[src/hw/rtl/ema_covariance_mahalanobis_top_macros.svh]
// Assertion macros for the anomaly scorer
`ifndef EMA_COVARIANCE_MAHALANOBIS_TOP_MACROS_SVH
`define EMA_COVARIANCE_MAHALANOBIS_TOP_MACROS_SVH
// implication checked on every clock, muted in reset
`define ASSERT_IMPL(label, clk, rst_n, ante, cons) \
	label: assert property (@(posedge clk) disable iff (!rst_n) (ante) |-> (cons)) \
		else $error("assertion failed");
// next-cycle implication
`define ASSERT_NEXT(label, clk, rst_n, ante, cons) \
	label: assert property (@(posedge clk) disable iff (!rst_n) (ante) |=> (cons)) \
		else $error("assertion failed");
`endif

[src/hw/rtl/emacm_pkg.sv]
// Package: types, constants, FSM state encoding and fixed-point multiply for the anomaly scorer
`default_nettype none
package emacm_pkg;
	localparam logic [16:0] ALPHA_RESET = 17'd3276;
	localparam logic [31:0] Q_ONE = 32'h0001_0000;
	localparam logic signed [31:0] DET_FLOOR = 32'sd10;
	localparam logic signed [31:0] DET_FLOOR_NEG = -32'sd10;

	typedef enum logic [3:0] {
		ST_IDLE,
		ST_DIFF,
		ST_SCORE,
		ST_LEARN,
		ST_DIV_START,
		ST_DIV_WAIT,
		ST_OUT
	} state_t;

	typedef struct packed {
		logic start;
		logic signed [31:0] num;
		logic signed [31:0] den;
	} div_req_t;

	typedef struct packed {
		logic busy;
		logic done;
		logic [31:0] quo;
	} div_rsp_t;

	// full signed product, floor shift by 16, wrap to 32
	function automatic logic [31:0] qmul(input logic [31:0] a, input logic [31:0] b);
		logic signed [63:0] p;
		begin
			p = $signed(a) * $signed(b);
			qmul = p[47:16];
		end
	endfunction
endpackage
`default_nettype wire

[src/hw/rtl/emacm_div.sv]
// Radix-2 restoring divider: (num << 16) / den, truncating toward zero
`default_nettype none
module emacm_div
	import emacm_pkg::*;
(
	input  wire logic     clk,
	input  wire logic     arst_n,
	input  wire div_req_t req,
	output div_rsp_t      rsp
);
	`include "ema_covariance_mahalanobis_top_macros.svh"

	localparam int NB = 48;
	logic [NB-1:0] rem_q;
	logic [NB-1:0] quo_q;
	logic [31:0]   den_q;
	logic          neg_q;
	logic [5:0]    cnt_q;
	logic          busy_q;
	logic          done_q;
	logic [NB:0]   trial;
	logic [31:0]   num_abs;
	logic [NB-1:0] res_w;

	always_comb begin
		// magnitude of the most negative value still fits 32 unsigned bits
		num_abs = req.num[31] ? 32'(-req.num) : req.num;
		trial = {1'b0, rem_q[NB-2:0], quo_q[NB-1]} - {17'd0, den_q};
		res_w = neg_q ? NB'(-quo_q) : quo_q;
	end

	always_ff @(posedge clk or negedge arst_n) begin
		if (!arst_n) begin
			busy_q <= 1'b0;
			done_q <= 1'b0;
			cnt_q <= '0;
		end else begin
			done_q <= 1'b0;
			if (req.start) begin
				busy_q <= 1'b1;
				cnt_q <= 6'(NB);
			end else if (busy_q) begin
				cnt_q <= cnt_q - 6'd1;
				if (cnt_q == 6'd1) begin
					busy_q <= 1'b0;
					done_q <= 1'b1;
				end
			end
		end
	end

	always_ff @(posedge clk) begin
		if (req.start) begin
			rem_q <= '0;
			quo_q <= {num_abs, 16'd0};
			den_q <= req.den[31] ? 32'(-req.den) : req.den;
			neg_q <= req.num[31] ^ req.den[31];
		end else if (busy_q) begin
			if (!trial[NB]) begin
				rem_q <= trial[NB-1:0];
				quo_q <= {quo_q[NB-2:0], 1'b1};
			end else begin
				rem_q <= {rem_q[NB-2:0], quo_q[NB-1]};
				quo_q <= {quo_q[NB-2:0], 1'b0};
			end
		end
	end

	assign rsp.busy = busy_q;
	assign rsp.done = done_q;
	assign rsp.quo = res_w[31:0];

	`ASSERT_NEXT(a_div_done_ends, clk, arst_n, done_q, !busy_q)
	`ASSERT_IMPL(a_div_no_restart, clk, arst_n, req.start, !busy_q)
	`ASSERT_IMPL(a_div_cnt, clk, arst_n, busy_q, cnt_q != 6'd0)
endmodule
`default_nettype wire

[src/hw/rtl/ema_covariance_mahalanobis_top.sv]
// Anomaly scorer: 2-D Mahalanobis distance with EMA mean/covariance update
// Flow: accept, difference, score, then for an update item learn and three divisions
// on one shared divider (inverse terms a, b, c), then hold the result until out_stall is low.
// One item at a time; in_stall is high while an item is in work.
// Async active-low reset: zero mean, identity covariance and inverse, alpha 3276.
`default_nettype none
module ema_covariance_mahalanobis_top
	import emacm_pkg::*;
(
	input  wire logic        clk,
	input  wire logic        arst_n,
	input  wire logic        cfg_we,
	input  wire logic [16:0] cfg_wdata,
	input  wire logic        in_valid,
	output logic             in_stall,
	input  wire logic        kind,
	input  wire logic [31:0] phase,
	input  wire logic [31:0] entropy,
	output logic             out_valid,
	input  wire logic        out_stall,
	output logic [31:0]      distance_sq
);
	`include "ema_covariance_mahalanobis_top_macros.svh"

	state_t state_q, state_d;
	logic [16:0] alpha_q;
	logic [31:0] mp_q, me_q, vp_q, cc_q, ve_q, if_q, ic_q, is_q;
	logic [31:0] x0_q, x1_q, d0_q, d1_q, acc_q, t_q, det_q;
	logic        kind_q;
	logic [3:0]  step_q, step_d;
	logic [1:0]  dsel_q, dsel_d;
	logic [31:0] ma, mb, mres;
	div_req_t    dreq;
	div_rsp_t    drsp;

	// one shared multiplier, operands picked by the sequencer step
	assign mres = qmul(ma, mb);

	emacm_div u_div (.clk(clk), .arst_n(arst_n), .req(dreq), .rsp(drsp));

	always_comb begin
		ma = d0_q;
		mb = if_q;
		case (state_q)
			ST_SCORE: begin
				case (step_q)
					4'd0: begin ma = d0_q; mb = if_q; end
					4'd1: begin ma = d1_q; mb = ic_q; end
					4'd2: begin ma = t_q;  mb = d0_q; end
					4'd3: begin ma = d0_q; mb = ic_q; end
					4'd4: begin ma = d1_q; mb = is_q; end
					default: begin ma = t_q; mb = d1_q; end
				endcase
			end
			ST_LEARN: begin
				case (step_q)
					4'd0: begin ma = {15'd0, alpha_q}; mb = d0_q; end
					4'd1: begin ma = {15'd0, alpha_q}; mb = d1_q; end
					4'd2: begin ma = d0_q; mb = x0_q - mp_q; end
					4'd3: begin ma = {15'd0, alpha_q}; mb = t_q - vp_q; end
					4'd4: begin ma = d1_q; mb = x1_q - me_q; end
					4'd5: begin ma = {15'd0, alpha_q}; mb = t_q - ve_q; end
					4'd6: begin ma = d0_q; mb = x1_q - me_q; end
					4'd7: begin ma = {15'd0, alpha_q}; mb = t_q - cc_q; end
					4'd8: begin ma = vp_q; mb = ve_q; end
					default: begin ma = cc_q; mb = cc_q; end
				endcase
			end
			default: ;
		endcase
	end

	always_comb begin
		state_d = state_q;
		step_d = step_q;
		dsel_d = dsel_q;
		dreq.start = 1'b0;
		dreq.num = $signed(vp_q);
		dreq.den = $signed(det_q);
		case (dsel_q)
			2'd0: dreq.num = $signed(ve_q);
			2'd1: dreq.num = $signed(32'(-cc_q));
			default: dreq.num = $signed(vp_q);
		endcase
		case (state_q)
			ST_IDLE: if (in_valid) state_d = ST_DIFF;
			ST_DIFF: begin state_d = ST_SCORE; step_d = '0; end
			ST_SCORE: begin
				step_d = step_q + 4'd1;
				if (step_q == 4'd5) begin
					step_d = '0;
					state_d = kind_q ? ST_LEARN : ST_OUT;
				end
			end
			ST_LEARN: begin
				step_d = step_q + 4'd1;
				if (step_q == 4'd10) begin
					step_d = '0;
					dsel_d = 2'd0;
					state_d = ST_DIV_START;
				end
			end
			ST_DIV_START: begin
				dreq.start = 1'b1;
				state_d = ST_DIV_WAIT;
			end
			ST_DIV_WAIT: if (drsp.done) begin
				dsel_d = dsel_q + 2'd1;
				state_d = (dsel_q == 2'd2) ? ST_OUT : ST_DIV_START;
			end
			ST_OUT: if (!out_stall) state_d = ST_IDLE;
			default: state_d = ST_IDLE;
		endcase
	end

	always_ff @(posedge clk or negedge arst_n) begin
		if (!arst_n) begin
			state_q <= ST_IDLE;
			step_q <= '0;
			dsel_q <= '0;
			alpha_q <= ALPHA_RESET;
			mp_q <= '0; me_q <= '0;
			vp_q <= Q_ONE; cc_q <= '0; ve_q <= Q_ONE;
			if_q <= Q_ONE; ic_q <= '0; is_q <= Q_ONE;
		end else begin
			state_q <= state_d;
			step_q <= step_d;
			dsel_q <= dsel_d;
			if (cfg_we) alpha_q <= cfg_wdata;
			if (state_q == ST_LEARN) begin
				case (step_q)
					4'd0: mp_q <= mp_q + mres;
					4'd1: me_q <= me_q + mres;
					4'd3: vp_q <= vp_q + mres;
					4'd5: ve_q <= ve_q + mres;
					4'd7: cc_q <= cc_q + mres;
					default: ;
				endcase
			end
			if (state_q == ST_DIV_WAIT && drsp.done) begin
				case (dsel_q)
					2'd0: if_q <= drsp.quo;
					2'd1: ic_q <= drsp.quo;
					default: is_q <= drsp.quo;
				endcase
			end
		end
	end

	// datapath registers
	always_ff @(posedge clk) begin
		case (state_q)
			ST_IDLE: if (in_valid) begin
				kind_q <= kind; x0_q <= phase; x1_q <= entropy;
			end
			ST_DIFF: begin
				d0_q <= x0_q - mp_q; d1_q <= x1_q - me_q; acc_q <= '0;
			end
			ST_SCORE: begin
				case (step_q)
					4'd0: t_q <= mres;
					4'd1: t_q <= t_q + mres;
					4'd3: t_q <= mres;
					4'd4: t_q <= t_q + mres;
					default: acc_q <= acc_q + mres;
				endcase
			end
			ST_LEARN: begin
				case (step_q)
					4'd2, 4'd4, 4'd6: t_q <= mres;
					4'd8: t_q <= mres;
					4'd9: det_q <= t_q - mres;
					4'd10: begin
						if (!det_q[31] && $signed(det_q) < DET_FLOOR) det_q <= DET_FLOOR;
						if (det_q[31] && $signed(det_q) > DET_FLOOR_NEG)
							det_q <= DET_FLOOR_NEG;
					end
					default: ;
				endcase
			end
			default: ;
		endcase
	end

	assign in_stall = (state_q != ST_IDLE);
	assign out_valid = (state_q == ST_OUT);
	assign distance_sq = acc_q;

	`ASSERT_IMPL(a_out_hold, clk, arst_n, out_valid && out_stall, ##1 out_valid)
	`ASSERT_IMPL(a_stall_busy, clk, arst_n, out_valid, in_stall)
	`ASSERT_IMPL(a_div_idle, clk, arst_n, state_q == ST_IDLE, !drsp.busy)
	`ASSERT_NEXT(a_accept, clk, arst_n, in_valid && !in_stall, state_q == ST_DIFF)
endmodule
`default_nettype wire

[config.mk]
export PLATFORM = sky130hd
export DESIGN_NAME = ema_covariance_mahalanobis_top
export DESIGN_NICKNAME = d
export VERILOG_FILES = /design/src/hw/rtl/emacm_pkg.sv /design/src/hw/rtl/emacm_div.sv /design/src/hw/rtl/ema_covariance_mahalanobis_top.sv
export VERILOG_INCLUDE_DIRS = /design/src /design/src/hw/rtl
export SDC_FILE = /design/constraint.sdc
export NUM_CORES = 2
export LEC_CHECK = 0
export BUFFER_PORTS_ARGS = -buffer_cell sky130_fd_sc_hd__buf_2
export CELL_PAD_IN_SITES_DETAIL_PLACEMENT = 0
export CELL_PAD_IN_SITES_GLOBAL_PLACEMENT = 1
export CORE_MARGIN = 2
export CORE_UTILIZATION = 55
export DETAILED_ROUTE_END_ITERATION = 12
export GPL_ROUTABILITY_DRIVEN = 0
export PLACE_DENSITY = 0.89
export SLEW_MARGIN = 20
export SYNTH_ARGS = -nofsm -noshare
export SYNTH_HDL_FRONTEND = slang
export SYNTH_HIERARCHICAL = 1
export SYNTH_SLANG_ARGS = --single-unit
export TNS_END_PERCENT = 5
[constraint.sdc]
create_clock -name clk -period 25.9 [get_ports clk]
set_input_delay 1.295 -clock clk [delete_from_list [all_inputs] [get_ports clk]]
set_output_delay 1.295 -clock clk [all_outputs]
set_load 0.1 [all_outputs]
==> flow_metrics.tcl <==
set metrics [dict create \
    slew_headroom 0.125 \
    layout_common_cells "nand2_1, inv_1, fa_1, nor2_1, ha_1" \
    start_kind "flop" \
    overflow 0 \
    tns_ns 0 \
    core_area_sq_mm 0.140 \
    path_clk_slew_ns 0.06 \
    crit_required_ns 26.36 \
    area_delta_synth_final_pct 7.28 \
    routed_wl_um 284000 \
    timing.critical_path.buf_inv 9 \
    cap_violations 0 \
    violations "design-rule violations" \
    syn_area_sq_mm 0.0777 \
    clockBufferDepth 3 \
    crit_top_cell "nor2_1" \
    pin_count 121 \
    worstSkewPairLatency_ns 0.73 \
    hold_class "primary input to async pin" \
    dieArea_sq_mm 0.144 \
    grt_usage 0.393 \
    max_freq_mhz 56.9 \
    chipWidth_um 380 \
    clock_skew_ns 0.0593 \
    htreeDepth 3 \
    start_util 0.556 \
    fin_crit_ns 17.59 \
    portBuffers 120 \
    status "finished with violations" \
    final_common_cell "nand2_1" \
    slew_violations 0 \
    drt-vias-per-instance 6.37 \
    clkSinkCount 643 \
    cts-root-buf "clkbuf_16" \
    critical_path_arrival_ns 18.05 \
    grt_pass1_vias 67200 \
    hold_violations 0 \
    via_count 68100 \
    dp_hpwl_um 212000 \
    postRouteAntennaNets 0 \
    wl_per_cell_um 26.5 \
    antenna_found_initial 14 \
    die_h_um 380 \
    syn_area_per_cell_sq_um 8.83 \
    grt_pass1_wl_um 426000 \
    crit_path_top_delay_cell "dfrtp_4" \
    cts_buffers 77 \
    drive_gt1_frac 0.0800 \
    postCtsHoldBufs 0 \
    cts_tree "built" \
    cts_resized 0 \
    grt_max_degree 92 \
    post_cts_buffers 0 \
    drc 1 \
    path_class "flop to flop" \
    rsz0062_at_grt "false" \
    drtIter0Drc 8152 \
    min_period_over_period 0.679 \
    tightest_slew_ns 1.31 \
    critPathCaptureType "flop" \
    cpPeakStageDelay_ns 0.91 \
    cp_top_family "compound AO/OA/AOI/OAI gates" \
    setup-violations-final 0 \
    synth_cells 8807 \
    rows 137 \
    synth_warnings 6 \
    layout.nets 10200 \
    synth_nets 10300 \
    path_max_fanout 64 \
    drtPass1Iterations 13 \
]
[registers in the layout, indices dropped and copies added, names as in the netlist, 2 cells and up]
| signal | flops |
|---|---|
| step_q | 4 |
| det_q | 32 |
| cc_q | 32 |
| ic_q | 32 |
| u_div/den_q | 32 |
| state_q | 3 |
| t_q | 32 |
| u_div/quo_q | 48 |
| u_div/cnt_q | 6 |
| distance_sq | 32 |
| ve_q | 32 |
| if_q | 32 |
| x1_q | 32 |
| vp_q | 32 |
| d1_q | 32 |
| alpha_q | 17 |
| d0_q | 32 |
| mp_q | 32 |
| dsel_q | 2 |
| x0_q | 32 |
| me_q | 32 |
| is_q | 32 |
| u_div/rem_q | 47 |
[final timing paths]
path | cells past startpoint | slack [ns] | to | from
min in group clk | 2 | 0.49 | u_div/rem_q[5] | u_div/rem_q[4]
max in group asynchronous | 3 | 23.20 | ic_q[6] | arst_n
setup / recovery | 62 | 8.31 | det_q[31] | step_q[3]
setup reg to reg | 62 | 8.31 | det_q[31] | step_q[3]
hold reg to reg | 2 | 0.49 | u_div/rem_q[5] | u_div/rem_q[4]
hold / removal | 1 | 0.49 | cc_q[14] | arst_n
[worst reg2reg max path, delay by kind of cell (launching register included)]
family | cells | cell delay [ns]
compound gates | 25 | 5.82
simple gates | 14 | 3.02
flops | 1 | 0.91
buf+inv | 9 | 2.14
xor+xnor | 3 | 1.09
fa+ha+maj | 11 | 4.31
[per-layer routing]
metal	share of wire	wire length, um	GRT usage	vias up
li1	-	-	-	29500
met1	0.37	104000	0.496	32900
met2	0.40	115000	0.556	4470
met3	0.14	40300	0.157	1221
met4	0.087	24600	0.262	8
met5	0.00022	63	0	-
[metrics by stage]
stage | std cells | instance area (sq um) | util | hold WS, ns | worst slack (ns)
after floorplan | 8807 | 77700 | - | 0.461 | 11.49
after global placement | 10500 | 80600 | 0.576 | 0.476 | 9.28
after detailed placement | 10500 | 80600 | 0.576 | 0.485 | 9.14
after CTS | 10700 | 83200 | 0.595 | 0.479 | 9.09
after global routing | 10700 | 83400 | 0.596 | 0.501 | 7.53
final | 10700 | 83400 | 0.596 | 0.486 | 8.31
[cell type report]
| cell class | count | area (sq um) |
|---|---|---|
| fill | 12400 | 56500 |
| sequential | 643 | 17300 |
| clock inverter | 43 | 534 |
| inverter | 1140 | 4280 |
| tap | 1876 | 2350 |
| timing repair buffer | 291 | 1930 |
| clock buffer | 101 | 2100 |
| antenna | 8 | 20.0 |
| multi-input combinational | 6591 | 54900 |
Power is left out: the tool's default activity adds up to more than one toggle a clock period on the data nets, which glitch-free logic cannot reach.
